## src/hw/rtl/upd_pkg.sv

```systemverilog
// ============================================================================
// upd_pkg - shared types and constants of the URL percent decoder
// Character codes, escape states, hex digit decode and the queue entry
// that the front hands to the back.
// ============================================================================
`default_nettype none

package upd_pkg;

    localparam int MAX_LEN_DEF     = 4096;
    localparam int QUEUE_DEPTH_DEF = 4;

    localparam int CNT_W  = 12;
    localparam int BYTE_W = 8;
    localparam int RES_W  = 2;

    localparam logic [BYTE_W-1:0] CH_PCT   = 8'h25;
    localparam logic [BYTE_W-1:0] CH_PLUS  = 8'h2B;
    localparam logic [BYTE_W-1:0] CH_SPACE = 8'h20;
    localparam logic [BYTE_W-1:0] CH_0     = 8'h30;
    localparam logic [BYTE_W-1:0] CH_9     = 8'h39;
    localparam logic [BYTE_W-1:0] CH_LA    = 8'h61;
    localparam logic [BYTE_W-1:0] CH_LF    = 8'h66;
    localparam logic [BYTE_W-1:0] CH_UA    = 8'h41;
    localparam logic [BYTE_W-1:0] CH_UF    = 8'h46;
    localparam logic [3:0]        HEX_TEN  = 4'd10;

    // escape progress
    localparam logic [1:0] PEND_NONE  = 2'd0;
    localparam logic [1:0] PEND_PCT   = 2'd1;
    localparam logic [1:0] PEND_DIGIT = 2'd2;

    // one decoded step: up to three bytes, or a bare end marker
    typedef struct packed {
        logic [2:0][BYTE_W-1:0] bytes;
        logic [RES_W-1:0]       nres;
        logic                   has_byte;
        logic                   str_end;
        logic                   trunc;
    } t_ent;

    // returns {is_hex, nibble}
    function automatic logic [4:0] hex_val(input logic [BYTE_W-1:0] c);
        logic [BYTE_W-1:0] d;
        logic [4:0]        r;
        r = '0;
        if (c >= CH_0 && c <= CH_9) begin
            d = c - CH_0;
            r = {1'b1, d[3:0]};
        end else if (c >= CH_LA && c <= CH_LF) begin
            d = c - CH_LA;
            r = {1'b1, d[3:0] + HEX_TEN};
        end else if (c >= CH_UA && c <= CH_UF) begin
            d = c - CH_UA;
            r = {1'b1, d[3:0] + HEX_TEN};
        end
        return r;
    endfunction

endpackage

`default_nettype wire

```

## src/hw/rtl/upd_front.sv

```systemverilog
// ============================================================================
// upd_front - intake and classification
// Accepts one encoded byte per cycle while the queue has room, tracks the
// escape, applies the limit and queues one entry per step that yields results.
// ============================================================================
`default_nettype none

module upd_front import upd_pkg::*; #(
    parameter int MAX_LEN = MAX_LEN_DEF
) (
    input  wire logic              i_clk,
    input  wire logic              i_rst_n,
    input  wire logic              i_in_valid,
    output logic                   o_in_ready,
    input  wire logic [BYTE_W-1:0] i_in_byte,
    input  wire logic              i_in_last,
    input  wire logic              i_cfg_valid,
    input  wire logic [CNT_W-1:0]  i_cfg_out_limit,
    input  wire logic              i_q_not_full,
    output logic                   o_push,
    output t_ent                   o_ent
);

    localparam int CNT_MAX = (2 ** CNT_W) - 1;
    localparam int CAP_INT = ((MAX_LEN - 1) > CNT_MAX) ? CNT_MAX : (MAX_LEN - 1);
    localparam logic [CNT_W-1:0] CAP = CNT_W'(CAP_INT);

    logic [1:0]             r_pend,  n_pend;
    logic [BYTE_W-1:0]      r_held,  n_held;
    logic [CNT_W-1:0]       r_count, n_count;
    logic                   r_drop,  n_drop;
    logic [CNT_W-1:0]       r_limit;

    logic [2:0][BYTE_W-1:0] cand;
    logic [1:0]             ncand;
    logic [1:0]             pend_nx;
    logic [BYTE_W-1:0]      held_nx;
    logic                   plain_go;
    logic [4:0]             hx_c;
    logic [4:0]             hx_h;
    logic [CNT_W-1:0]       lim;
    logic [CNT_W-1:0]       room;
    logic [1:0]             nkeep;
    logic                   accept;

    assign o_in_ready = i_q_not_full;
    assign accept     = i_in_valid && o_in_ready;
    assign hx_c       = hex_val(i_in_byte);
    assign hx_h       = hex_val(r_held);

    // candidate bytes of this step, in order
    always_comb begin
        cand     = '0;
        ncand    = 2'd0;
        pend_nx  = PEND_NONE;
        held_nx  = r_held;
        plain_go = 1'b0;
        unique case (r_pend)
            PEND_PCT: begin
                if (hx_c[4]) begin
                    pend_nx = PEND_DIGIT;
                    held_nx = i_in_byte;
                end else begin
                    cand[0]  = CH_PCT;
                    ncand    = 2'd1;
                    plain_go = 1'b1;
                end
            end
            PEND_DIGIT: begin
                if (hx_c[4]) begin
                    cand[0] = {hx_h[3:0], hx_c[3:0]};
                    ncand   = 2'd1;
                end else begin
                    cand[0]  = CH_PCT;
                    cand[1]  = r_held;
                    ncand    = 2'd2;
                    plain_go = 1'b1;
                end
            end
            default: begin
                plain_go = 1'b1;
            end
        endcase
        if (plain_go) begin
            if (i_in_byte == CH_PCT) begin
                pend_nx = PEND_PCT;
            end else begin
                cand[ncand] = (i_in_byte == CH_PLUS) ? CH_SPACE : i_in_byte;
                ncand       = ncand + 2'd1;
            end
        end
        // flush an escape cut by the end of the string
        if (i_in_last) begin
            if (pend_nx == PEND_PCT) begin
                cand[ncand] = CH_PCT;
                ncand       = ncand + 2'd1;
            end else if (pend_nx == PEND_DIGIT) begin
                cand[0] = CH_PCT;
                cand[1] = held_nx;
                ncand   = 2'd2;
            end
        end
    end

    // keep a prefix of the candidates up to the limit
    always_comb begin
        lim   = (r_limit < CAP) ? r_limit : CAP;
        room  = (r_count < lim) ? (lim - r_count) : '0;
        nkeep = (room < CNT_W'(ncand)) ? room[1:0] : ncand;
    end

    always_comb begin
        o_ent.bytes    = (nkeep == 2'd0) ? '0 : cand;
        o_ent.nres     = (nkeep == 2'd0) ? 2'd1 : nkeep;
        o_ent.has_byte = (nkeep != 2'd0);
        o_ent.str_end  = i_in_last;
        o_ent.trunc    = r_drop || (nkeep != ncand);
        o_push         = accept && (i_in_last || (nkeep != 2'd0));
    end

    always_comb begin
        n_pend  = r_pend;
        n_held  = r_held;
        n_count = r_count;
        n_drop  = r_drop;
        if (accept) begin
            if (i_in_last) begin
                n_pend  = PEND_NONE;
                n_held  = '0;
                n_count = '0;
                n_drop  = 1'b0;
            end else begin
                n_pend  = pend_nx;
                n_held  = held_nx;
                n_count = r_count + CNT_W'(nkeep);
                n_drop  = o_ent.trunc;
            end
        end
    end

    always_ff @(posedge i_clk) begin
        if (!i_rst_n) begin
            r_pend  <= PEND_NONE;
            r_held  <= '0;
            r_count <= '0;
            r_drop  <= 1'b0;
            r_limit <= '1;
        end else begin
            r_pend  <= n_pend;
            r_held  <= n_held;
            r_count <= n_count;
            r_drop  <= n_drop;
            if (i_cfg_valid) begin
                r_limit <= i_cfg_out_limit;
            end
        end
    end

endmodule

`default_nettype wire

```

## src/hw/rtl/upd_queue.sv

```systemverilog
// ============================================================================
// upd_queue - step queue between front and back
// Small first-in first-out store of decoded steps.
// ============================================================================
`default_nettype none

module upd_queue import upd_pkg::*; #(
    parameter int DEPTH = QUEUE_DEPTH_DEF
) (
    input  wire logic i_clk,
    input  wire logic i_rst_n,
    input  wire logic i_push,
    input  wire t_ent i_ent,
    output logic      o_not_full,
    output logic      o_valid,
    output t_ent      o_head,
    input  wire logic i_pop
);

    localparam int Q_PTR_W = (DEPTH > 1) ? $clog2(DEPTH) : 1;
    localparam int Q_CNT_W = $clog2(DEPTH + 1);
    localparam logic [Q_PTR_W-1:0] PTR_LAST = Q_PTR_W'(DEPTH - 1);
    localparam logic [Q_CNT_W-1:0] CNT_FULL = Q_CNT_W'(DEPTH);

    t_ent               r_mem [0:DEPTH-1];
    logic [Q_PTR_W-1:0] r_wr, r_rd;
    logic [Q_CNT_W-1:0] r_count;

    assign o_not_full = (r_count != CNT_FULL);
    assign o_valid    = (r_count != '0);
    assign o_head     = r_mem[r_rd];

    always_ff @(posedge i_clk) begin
        if (i_push) begin
            r_mem[r_wr] <= i_ent;
        end
    end

    always_ff @(posedge i_clk) begin
        if (!i_rst_n) begin
            r_wr    <= '0;
            r_rd    <= '0;
            r_count <= '0;
        end else begin
            if (i_push) begin
                r_wr <= (r_wr == PTR_LAST) ? '0 : r_wr + 1'b1;
            end
            if (i_pop) begin
                r_rd <= (r_rd == PTR_LAST) ? '0 : r_rd + 1'b1;
            end
            if (i_push && !i_pop) begin
                r_count <= r_count + 1'b1;
            end else if (!i_push && i_pop) begin
                r_count <= r_count - 1'b1;
            end
        end
    end

endmodule

`default_nettype wire

```

## src/hw/rtl/upd_back.sv

```systemverilog
// ============================================================================
// upd_back - result serialiser
// Unrolls the head step into single results through a registered output.
// ============================================================================
`default_nettype none

module upd_back import upd_pkg::*; (
    input  wire logic        i_clk,
    input  wire logic        i_rst_n,
    input  wire logic        i_valid,
    input  wire t_ent        i_head,
    output logic             o_pop,
    output logic             o_out_valid,
    input  wire logic        i_out_ready,
    output logic             o_has_byte,
    output logic [BYTE_W-1:0] o_out_byte,
    output logic             o_run_end,
    output logic             o_string_end,
    output logic             o_truncated
);

    logic             r_valid;
    logic [1:0]       r_idx;
    logic             r_has_byte;
    logic [BYTE_W-1:0] r_byte;
    logic             r_run_end;
    logic             r_str_end;
    logic             r_trunc;
    logic             load;
    logic             at_end;

    assign load   = (!r_valid || i_out_ready) && i_valid;
    assign at_end = (r_idx == (i_head.nres - 2'd1));
    assign o_pop  = load && at_end;

    always_ff @(posedge i_clk) begin
        if (!i_rst_n) begin
            r_valid <= 1'b0;
            r_idx   <= '0;
        end else begin
            if (load) begin
                r_valid <= 1'b1;
                r_idx   <= at_end ? 2'd0 : r_idx + 2'd1;
            end else if (i_out_ready) begin
                r_valid <= 1'b0;
            end
        end
    end

    always_ff @(posedge i_clk) begin
        if (load) begin
            r_has_byte <= i_head.has_byte;
            r_byte     <= i_head.bytes[r_idx];
            r_run_end  <= at_end;
            r_str_end  <= at_end && i_head.str_end;
            r_trunc    <= i_head.trunc;
        end
    end

    assign o_out_valid  = r_valid;
    assign o_has_byte   = r_has_byte;
    assign o_out_byte   = r_byte;
    assign o_run_end    = r_run_end;
    assign o_string_end = r_str_end;
    assign o_truncated  = r_trunc;

endmodule

`default_nettype wire

```

## src/hw/rtl/url_percent_decoder.sv

```systemverilog
// ============================================================================
// url_percent_decoder - streaming URL percent decoder
// Decodes %hh escapes and '+' into bytes, one encoded byte per item, with a
// per-string limit on kept bytes and a truncation flag.
// ============================================================================
//
//  channel | direction | handshake                  | payload
//  --------+-----------+----------------------------+----------------------------------
//  in      | input     | i_in_valid / o_in_ready    | i_in_byte, i_in_last
//  out     | output    | o_out_valid / i_out_ready  | o_has_byte, o_out_byte, o_run_end,
//          |           |                            | o_string_end, o_truncated
//  cfg     | input     | i_cfg_valid / o_cfg_ready  | i_cfg_out_limit
//
// One input item is taken per cycle while the step queue has room. A step
// yields zero to three results; the output register drains one result per
// cycle while i_out_ready is high, so a bad escape that replays up to three
// bytes holds the input back only once the QUEUE_DEPTH-entry queue has
// filled. Reset is synchronous and clears escape state, counts and the
// queue; the limit returns to 4095. No clearing pass is needed.
// ============================================================================
`default_nettype none

module url_percent_decoder import upd_pkg::*; #(
    parameter int MAX_LEN     = MAX_LEN_DEF,
    parameter int QUEUE_DEPTH = QUEUE_DEPTH_DEF
) (
    input  wire logic              i_clk,
    input  wire logic              i_rst_n,
    input  wire logic              i_in_valid,
    output logic                   o_in_ready,
    input  wire logic [BYTE_W-1:0] i_in_byte,
    input  wire logic              i_in_last,
    output logic                   o_out_valid,
    input  wire logic              i_out_ready,
    output logic                   o_has_byte,
    output logic [BYTE_W-1:0]      o_out_byte,
    output logic                   o_run_end,
    output logic                   o_string_end,
    output logic                   o_truncated,
    input  wire logic              i_cfg_valid,
    output logic                   o_cfg_ready,
    input  wire logic [CNT_W-1:0]  i_cfg_out_limit
);

    logic q_not_full;
    logic q_push;
    logic q_valid;
    logic q_pop;
    t_ent q_in;
    t_ent q_head;

    // the limit register takes a write in any cycle
    assign o_cfg_ready = 1'b1;

    // front: accept bytes, follow the escape, apply the limit
    upd_front #(
        .MAX_LEN (MAX_LEN)
    ) u_front (
        .i_clk           (i_clk),
        .i_rst_n         (i_rst_n),
        .i_in_valid      (i_in_valid),
        .o_in_ready      (o_in_ready),
        .i_in_byte       (i_in_byte),
        .i_in_last       (i_in_last),
        .i_cfg_valid     (i_cfg_valid),
        .i_cfg_out_limit (i_cfg_out_limit),
        .i_q_not_full    (q_not_full),
        .o_push          (q_push),
        .o_ent           (q_in)
    );

    // hold decoded steps until the back takes them
    upd_queue #(
        .DEPTH (QUEUE_DEPTH)
    ) u_queue (
        .i_clk      (i_clk),
        .i_rst_n    (i_rst_n),
        .i_push     (q_push),
        .i_ent      (q_in),
        .o_not_full (q_not_full),
        .o_valid    (q_valid),
        .o_head     (q_head),
        .i_pop      (q_pop)
    );

    // back: advance through each step one result at a time
    upd_back u_back (
        .i_clk        (i_clk),
        .i_rst_n      (i_rst_n),
        .i_valid      (q_valid),
        .i_head       (q_head),
        .o_pop        (q_pop),
        .o_out_valid  (o_out_valid),
        .i_out_ready  (i_out_ready),
        .o_has_byte   (o_has_byte),
        .o_out_byte   (o_out_byte),
        .o_run_end    (o_run_end),
        .o_string_end (o_string_end),
        .o_truncated  (o_truncated)
    );

endmodule

`default_nettype wire

```

## config.mk

```make
export PLATFORM = sky130hd
export DESIGN_NAME = url_percent_decoder
export DESIGN_NICKNAME = d
export VERILOG_FILES = /design/src/hw/rtl/upd_pkg.sv /design/src/hw/rtl/upd_front.sv /design/src/hw/rtl/upd_queue.sv /design/src/hw/rtl/upd_back.sv /design/src/hw/rtl/url_percent_decoder.sv
export SDC_FILE = /design/constraint.sdc
export NUM_CORES = 1
export LEC_CHECK = 0
export BUFFER_PORTS_ARGS = -buffer_cell sky130_fd_sc_hd__clkbuf_2
export CAP_MARGIN = 20
export CORE_ASPECT_RATIO = 1.75
export CORE_MARGIN = 2
export CORE_UTILIZATION = 50
export DETAILED_ROUTE_END_ITERATION = 12
export HOLD_SLACK_MARGIN = 0.08
export PLACE_DENSITY = 0.68
export SLEW_MARGIN = 40
export SYNTH_ARGS = -nofsm -noshare
export SYNTH_HDL_FRONTEND = slang
export SYNTH_SLANG_ARGS = --single-unit
export TNS_END_PERCENT = 100
```

## constraint.sdc

```tcl
create_clock -name i_clk -period 9.21 [get_ports i_clk]
set_input_delay 2.3025 -clock i_clk [delete_from_list [all_inputs] [get_ports i_clk]]
set_output_delay 2.3025 -clock i_clk [all_outputs]
set_load 0.05 [all_outputs]
```

==> impl_metrics.toml, run 1 <==
[logic_synthesis]
most_instantiated_flip_flop_cell_in_the_synthesis_netlist = "sky130_fd_sc_hd__edfxtp_1"
synthesis.area_per_instance_sq_um = 12.06
syn_nets = 808
seq_area_frac_synth_pct = 53.47
postSynth.asyncResetShare_pct = 0
yosys_register_bits = 175
postSynthCellCount = 742
synth_cell_types = 73
synthesis.area_sq_um = 8949
yosysWarningCount = 0
synth-edff-count = 128

[final_layout]
layout-drive-gt1-share_pct = 15.82
final_cell_count_no_fill = 1002
final_area_sq_um = 9787
layout.nets = 824
layout_commonest_cell = "sky130_fd_sc_hd__edfxtp_1"
antenna-diode-count = 0
area_growth_syn_to_layout_pct = 9.368
mostFrequentLayoutCells = "sky130_fd_sc_hd__edfxtp_1, sky130_fd_sc_hd__nand2_1, sky130_fd_sc_hd__inv_1"

[floorplanning]
num_rows = 64
die_area_sq_um = 19030
die_height_um = 181.0
initial_utilization_pct = 51.03
placeableCoreArea_sq_um = 17540
top_level_port_count = 41
die_width_um = 105.1

[power]
pwr-share-comb_pct = 24.9
share_clk_of_total_power_pct = 28.9
power-per-cell-area_nw_per_um2 = 228.3
leakage_nw = 3.528
worst_ir_drop_vdd_v = 0.0001217
power.internal_mw = 1.523
power_switching_share_pct = 31.83
power.switching_uw = 711.1
seq_power_share_pct = 46.1
power.total_mw = 2.234

[placed_design]
place_area_sq_um = 9261
place.detailed.hpwl_mm = 14.38
gp_routability_congestion = 1.022
port_buffers = 39
placed_cells_incl_taps = 970

[timing]
relSlewSlack_pct = 45.76
setup-tns-final_ns = 0
maxClockFrequency_ghz = 0.1277
hold-worst-slack_ns = 0.4957
post-route-min-period_ns = 7.829
final_max_slew_viol_count = 0
worst-slew-pin-transition_ns = 0.8136
grt_setup_unrepaired = "false"
timing.final.hold_violations = 0
setup-violations-final = 0
skew_ns = 0.008319
min_period_over_period_pct = 85.01

[run]
max_cap_violations = 0

[setup_path]
worstSetupPathType = "input port to flip-flop"
critPathCaptureType = "flip-flop"
timing.critical_path.arrival_ns = 8.13
cp_slowest_cell = "sky130_fd_sc_hd__a2111oi_4"
worstSetupStartpointType = "input port"
r2r_cells = 21
timing.critical_path.slowest_cell_delay_ns = 0.58
worstPathMaxFanout = 14
crit_top_cell = "sky130_fd_sc_hd__ha_1"
timing.critical_path.required_ns = 9.51

[clock_tree]
cts_setup_buffers = 0
cts_made_buffers = 17
later_pin_clock_latency_in_the_skew_report_ns = 0.43
tritoncts_num_sinks = 175
cts-hold-fix-buffers = 0
clk_transition_reported_paths_ns = 0.07
cts_resized = 0
cts.path.max_buffers = 2
tritoncts_clock_tree = "yes"
htree_num_levels = 4
cts_root_buffer = "sky130_fd_sc_hd__clkbuf_16"

[hold_path]
hold_path.class = "flip-flop to flip-flop"
whs_path_depth = 2

[drt]
routed-via-count = 5973
ant_nets = 0
first_iter_violations = 488
drc_errors = 0
finalWirelength_mm = 19.75
firstDrtPassIters = 7
viasPerCell = 5.961
detail_route.wl_per_cell_um = 19.71

[global_routing]
globalRouteOverflowTotal = 0
first_global_vias = 6141
grt_pass1_wl_mm = 32.00
initial_antenna_violation_count = 0
largest_net_degree_at_the_start_of_global_routing = 38
grt_util_all_layers_pct = 21.78

[status]
run_status = "finished, final reports clean"
==> path summary, 6_finish.rpt <==
| path | from | end | slack [ns] |
|---|---|---|---|
| setup / recovery | i_in_byte[1] | u_front.r_count[6] | 1.38 |
| hold / removal | u_front.r_limit[7] | u_front.r_limit[7] | 0.50 |
| setup reg to reg | u_front.r_count[3] | u_front.r_count[6] | 3.93 |
| hold reg to reg | u_front.r_limit[7] | u_front.r_limit[7] | 0.50 |
==> per-layer routing <==
metal | part of all wire [%] | up-vias | wire (um) | track usage [%]
li1 | - | 2785 | - | -
met1 | 36 | 2960 | 7050 | 22.54
met2 | 57 | 186 | 11320 | 41.66
met3 | 3.3 | 42 | 649 | 4.040
met4 | 3.7 | 0 | 725 | 9.920
met5 | 0 | - | 0 | 0
==> sequential cells by signal, indices dropped and copies added (netlist names), named ones only <==
name                 cells
u_queue.r_mem          116
u_front.r_count         12
u_front.r_limit         12
u_back.o_out_byte        8
u_front.r_held           8
u_queue.r_count          3
u_back.r_idx             2
u_front.r_pend           2
u_queue.r_rd             2
u_queue.r_wr             2
u_back.o_has_byte        1
u_back.o_out_valid       1
u_back.o_run_end         1
u_back.o_string_end      1
u_back.o_truncated       1
u_front.r_drop           1
==> Yosys cell counts, drive strengths merged (7+ instances only) <==
cell type	n	area share (%)
a21oi	36	2.1
a22oi	10	0.84
a31oi	7	0.49
and2	15	1.0
and3	14	0.98
buf	16	1.0
clkbuf	30	1.3
dfxtp	47	11
edfxtp	128	43
ha	37	5.2
inv	50	2.1
mux2i	31	3.5
mux4	29	7.3
nand2	54	2.3
nand2b	10	0.70
nand3	12	0.67
nor2	40	1.7
nor2b	20	1.4
nor3	15	0.89
o21ai	18	1.0
o22ai	13	0.98
xnor2	16	1.6
==> cell families (layout without fill, tap and decap cells) <==
| kind of cell | count (synthesis) | in the layout | synth area share (%) |
|---|---|---|---|
| AOI/OAI and AO/OA | 136 | 136 | 10.81 |
| xor gates and xnor gates | 20 | 20 | 1.957 |
| adders and majority gates | 40 | 40 | 5.845 |
| buffers and inverters | 96 | 125 | 4.404 |
| DFF | 175 | 175 | 53.47 |
| muxes | 62 | 62 | 11.02 |
| other | 1 | 1 | 0.04191 |
| and+or+nand+nor | 212 | 212 | 12.46 |
==> critical path, delay by kind of cell <==
| family | cells | cell delay (ns) |
|---|---|---|
| AOI/OAI and AO/OA | 7 | 1.79 |
| adders and majority gates | 6 | 1.50 |
| and+or+nand+nor | 7 | 1.18 |
| muxes | 3 | 0.70 |
| buffers and inverters | 5 | 0.49 |
| xor gates and xnor gates | 1 | 0.16 |
==> through the flow <==
| stage | utilization [%] | worst slack, ns |
|---|---|---|
| 2_1_floorplan | - | 1.823 |
| 3_3_place_gp | 52.81 | 1.349 |
| 3_5_place_dp | 52.81 | 1.035 |
| 4_1_cts | 55.78 | 1.429 |
| 5_1_grt | 55.81 | 0.8729 |
| 6_report | 55.81 | 1.381 |
==> power groups by stage <==
stage                     combinational, mW  clock [mW]  sequential [mW]
after floorplan                       0.338           0             1.13
after global placement                0.549           0             1.04
after detailed placement              0.564           0             1.05
after CTS                             0.566       0.658             1.03
after global routing                  0.607       0.685             1.04
final                                 0.557       0.646             1.03
==> layout make-up <==
class                      count  area (sq um)
clock buffer                  17         425.4
clock inverter                15         95.09
fill                        1470          7750
inverter                      50         187.7
multi-input combinational    471          3779
sequential                   175          4786
tap                          231         289.0
timing repair buffer          43         225.2
Note: power is estimated with default switching activity, not from simulation.
==> inputs of run 2 (changes only) <==
Settings changed: CORE_UTILIZATION 50 to 40, PLACE_DENSITY 0.68 to 0.57.
==> run 2 against run 1 <==
- die area grew 24%
- total power grew 3.3%
- via count shrank 3.1%
- maximum frequency grew 0.36%
- utilization shrank 11 points
- combinational power shrank 1%
- non-clock buffer count shrank 1
- clock power grew 11%
- critical endpoint is now u_front.r_count[8]
- largest power group unchanged
- highest routed layer unchanged
==> impl_metrics.toml, run 2 (synthesized netlist as in run 1, its figures left out) <==
[status]
run_status = "finished, final reports clean"

[final_layout]
layout_commonest_cell = "sky130_fd_sc_hd__edfxtp_1"
final_cell_count_no_fill = 1066
layout.nets = 823
largest_reg_flops = 116
mostFrequentLayoutCells = "sky130_fd_sc_hd__edfxtp_1, sky130_fd_sc_hd__nand2_1, sky130_fd_sc_hd__inv_1"
antenna-diode-count = 0
final_area_sq_um = 9926
layout-drive-gt1-share_pct = 15.84
postLayoutCoreUtil_pct = 44.97
max_flop_register = "u_queue.r_mem"
area_growth_syn_to_layout_pct = 10.92
largest_registers = "u_queue.r_mem: 116 flops, u_front.r_count: 12 flops, u_front.r_limit: 12 flops"

[hold_path]
hold_path.class = "flip-flop to flip-flop"

[setup_path]
worstSetupStartpointType = "input port"
critPathCaptureType = "flip-flop"
timing.critical_path.arrival_ns = 8.13
cp_slowest_cell = "sky130_fd_sc_hd__a2111oi_4"
timing.critical_path.required_ns = 9.54
timing.critical_path.slowest_cell_delay_ns = 0.58
worstPathMaxFanout = 14
worstSetupPathType = "input port to flip-flop"
crit_top_cell = "sky130_fd_sc_hd__ha_1"

[drt]
ant_nets = 0
first_iter_violations = 387
viasPerCell = 5.429
finalWirelength_mm = 20.55
drc_errors = 0
detail_route.wl_per_cell_um = 19.28
routed-via-count = 5787
firstDrtPassIters = 5

[timing]
worst-slew-pin-transition_ns = 0.8396
relSlewSlack_pct = 43.95
setup-tns-final_ns = 0
final_max_slew_viol_count = 0
setup-violations-final = 0
skew_ns = 0.008270
post-route-min-period_ns = 7.802
min_period_over_period_pct = 84.71
maxClockFrequency_ghz = 0.1282
timing.final.hold_violations = 0
grt_setup_unrepaired = "false"

[global_routing]
grt_util_all_layers_pct = 18.69
initial_antenna_violation_count = 0
first_global_vias = 6182
grt_pass1_wl_mm = 33.15
globalRouteOverflowTotal = 0
largest_net_degree_at_the_start_of_global_routing = 38

[run]
max_cap_violations = 0

[power]
worst_ir_drop_vdd_v = 0.00009155
power-per-cell-area_nw_per_um2 = 232.4
power.total_mw = 2.307
leakage_nw = 3.547

[clock_tree]
cts-hold-fix-buffers = 0
later_pin_clock_latency_in_the_skew_report_ns = 0.43
cts_root_buffer = "sky130_fd_sc_hd__clkbuf_16"
cts_made_buffers = 17
tritoncts_num_sinks = 175
cts_resized = 0
clk_transition_reported_paths_ns = 0.07
htree_num_levels = 4
tritoncts_clock_tree = "yes"
cts.path.max_buffers = 2
cts_setup_buffers = 0

[floorplanning]
placeableCoreArea_sq_um = 22070
die_area_sq_um = 23630
die_width_um = 117.1
top_level_port_count = 41
die_height_um = 201.9
initial_utilization_pct = 40.54
num_rows = 72

[placed_design]
place.detailed.hpwl_mm = 15.21
placed_cells_incl_taps = 1034
place_area_sq_um = 9338
port_buffers = 39
gp_routability_congestion = 0.8781
==> run 2: final timing paths <==
| check | startpoint | end | slack (ns) | cells after the start |
|---|---|---|---|---|
| max reg2reg | u_front.r_limit[0] | u_front.r_count[8] | 3.96 | 25 |
| max | i_in_byte[1] | u_front.r_count[8] | 1.41 | 30 |
| min reg2reg | u_front.r_drop | u_front.r_drop | 0.47 | 1 |
| min | u_front.r_drop | u_front.r_drop | 0.47 | 1 |
==> run 2: final cells by class <==
type / instances / area (sq um)
tap: 296 / 370.4
inverter: 50 / 187.7
multi-input combinational: 471 / 3779
sequential: 175 / 4787
clock buffer: 19 / 432.9
clock inverter: 13 / 151.4
fill: 2022 / 12150
timing repair buffer: 42 / 217.7
==> run 2: worst max-delay path, delay by kind of cell <==
family                     cells  cell delay [ns]
AOI/OAI and AO/OA              7             1.79
xor gates and xnor gates       1             0.15
adders and majority gates      6             1.48
buffers and inverters          5             0.49
muxes                          3             0.70
and+or+nand+nor                8             1.19
==> run 2: per-stage QoR <==
stage,hold slack [ns],setup WS (ns)
floorplan,0.4395,1.823
global placement,0.4633,1.225
detailed placement,0.4598,0.9911
CTS,0.4765,1.448
global route,0.5039,0.7418
finish,0.4747,1.408
==> run 2: report_power, final <==
| part | internal [mW] | total, mW | switching, mW |
|---|---|---|---|
| sequential | 0.982 | 1.04 | 0.0597 |
| clock | 0.405 | 0.715 | 0.310 |
| combinational | 0.199 | 0.550 | 0.351 |
| total | 1.59 | 2.31 | 0.721 |
==> run 2: per-layer routing <==
metal  track usage [%]  vias up  routed length [um]
met5                 0        -                   0
met4             9.496        0                 909
li1                  -     2774                   -
met1             18.80     2830                7382
met3             3.028       49                 519
met2             35.61      134               11740
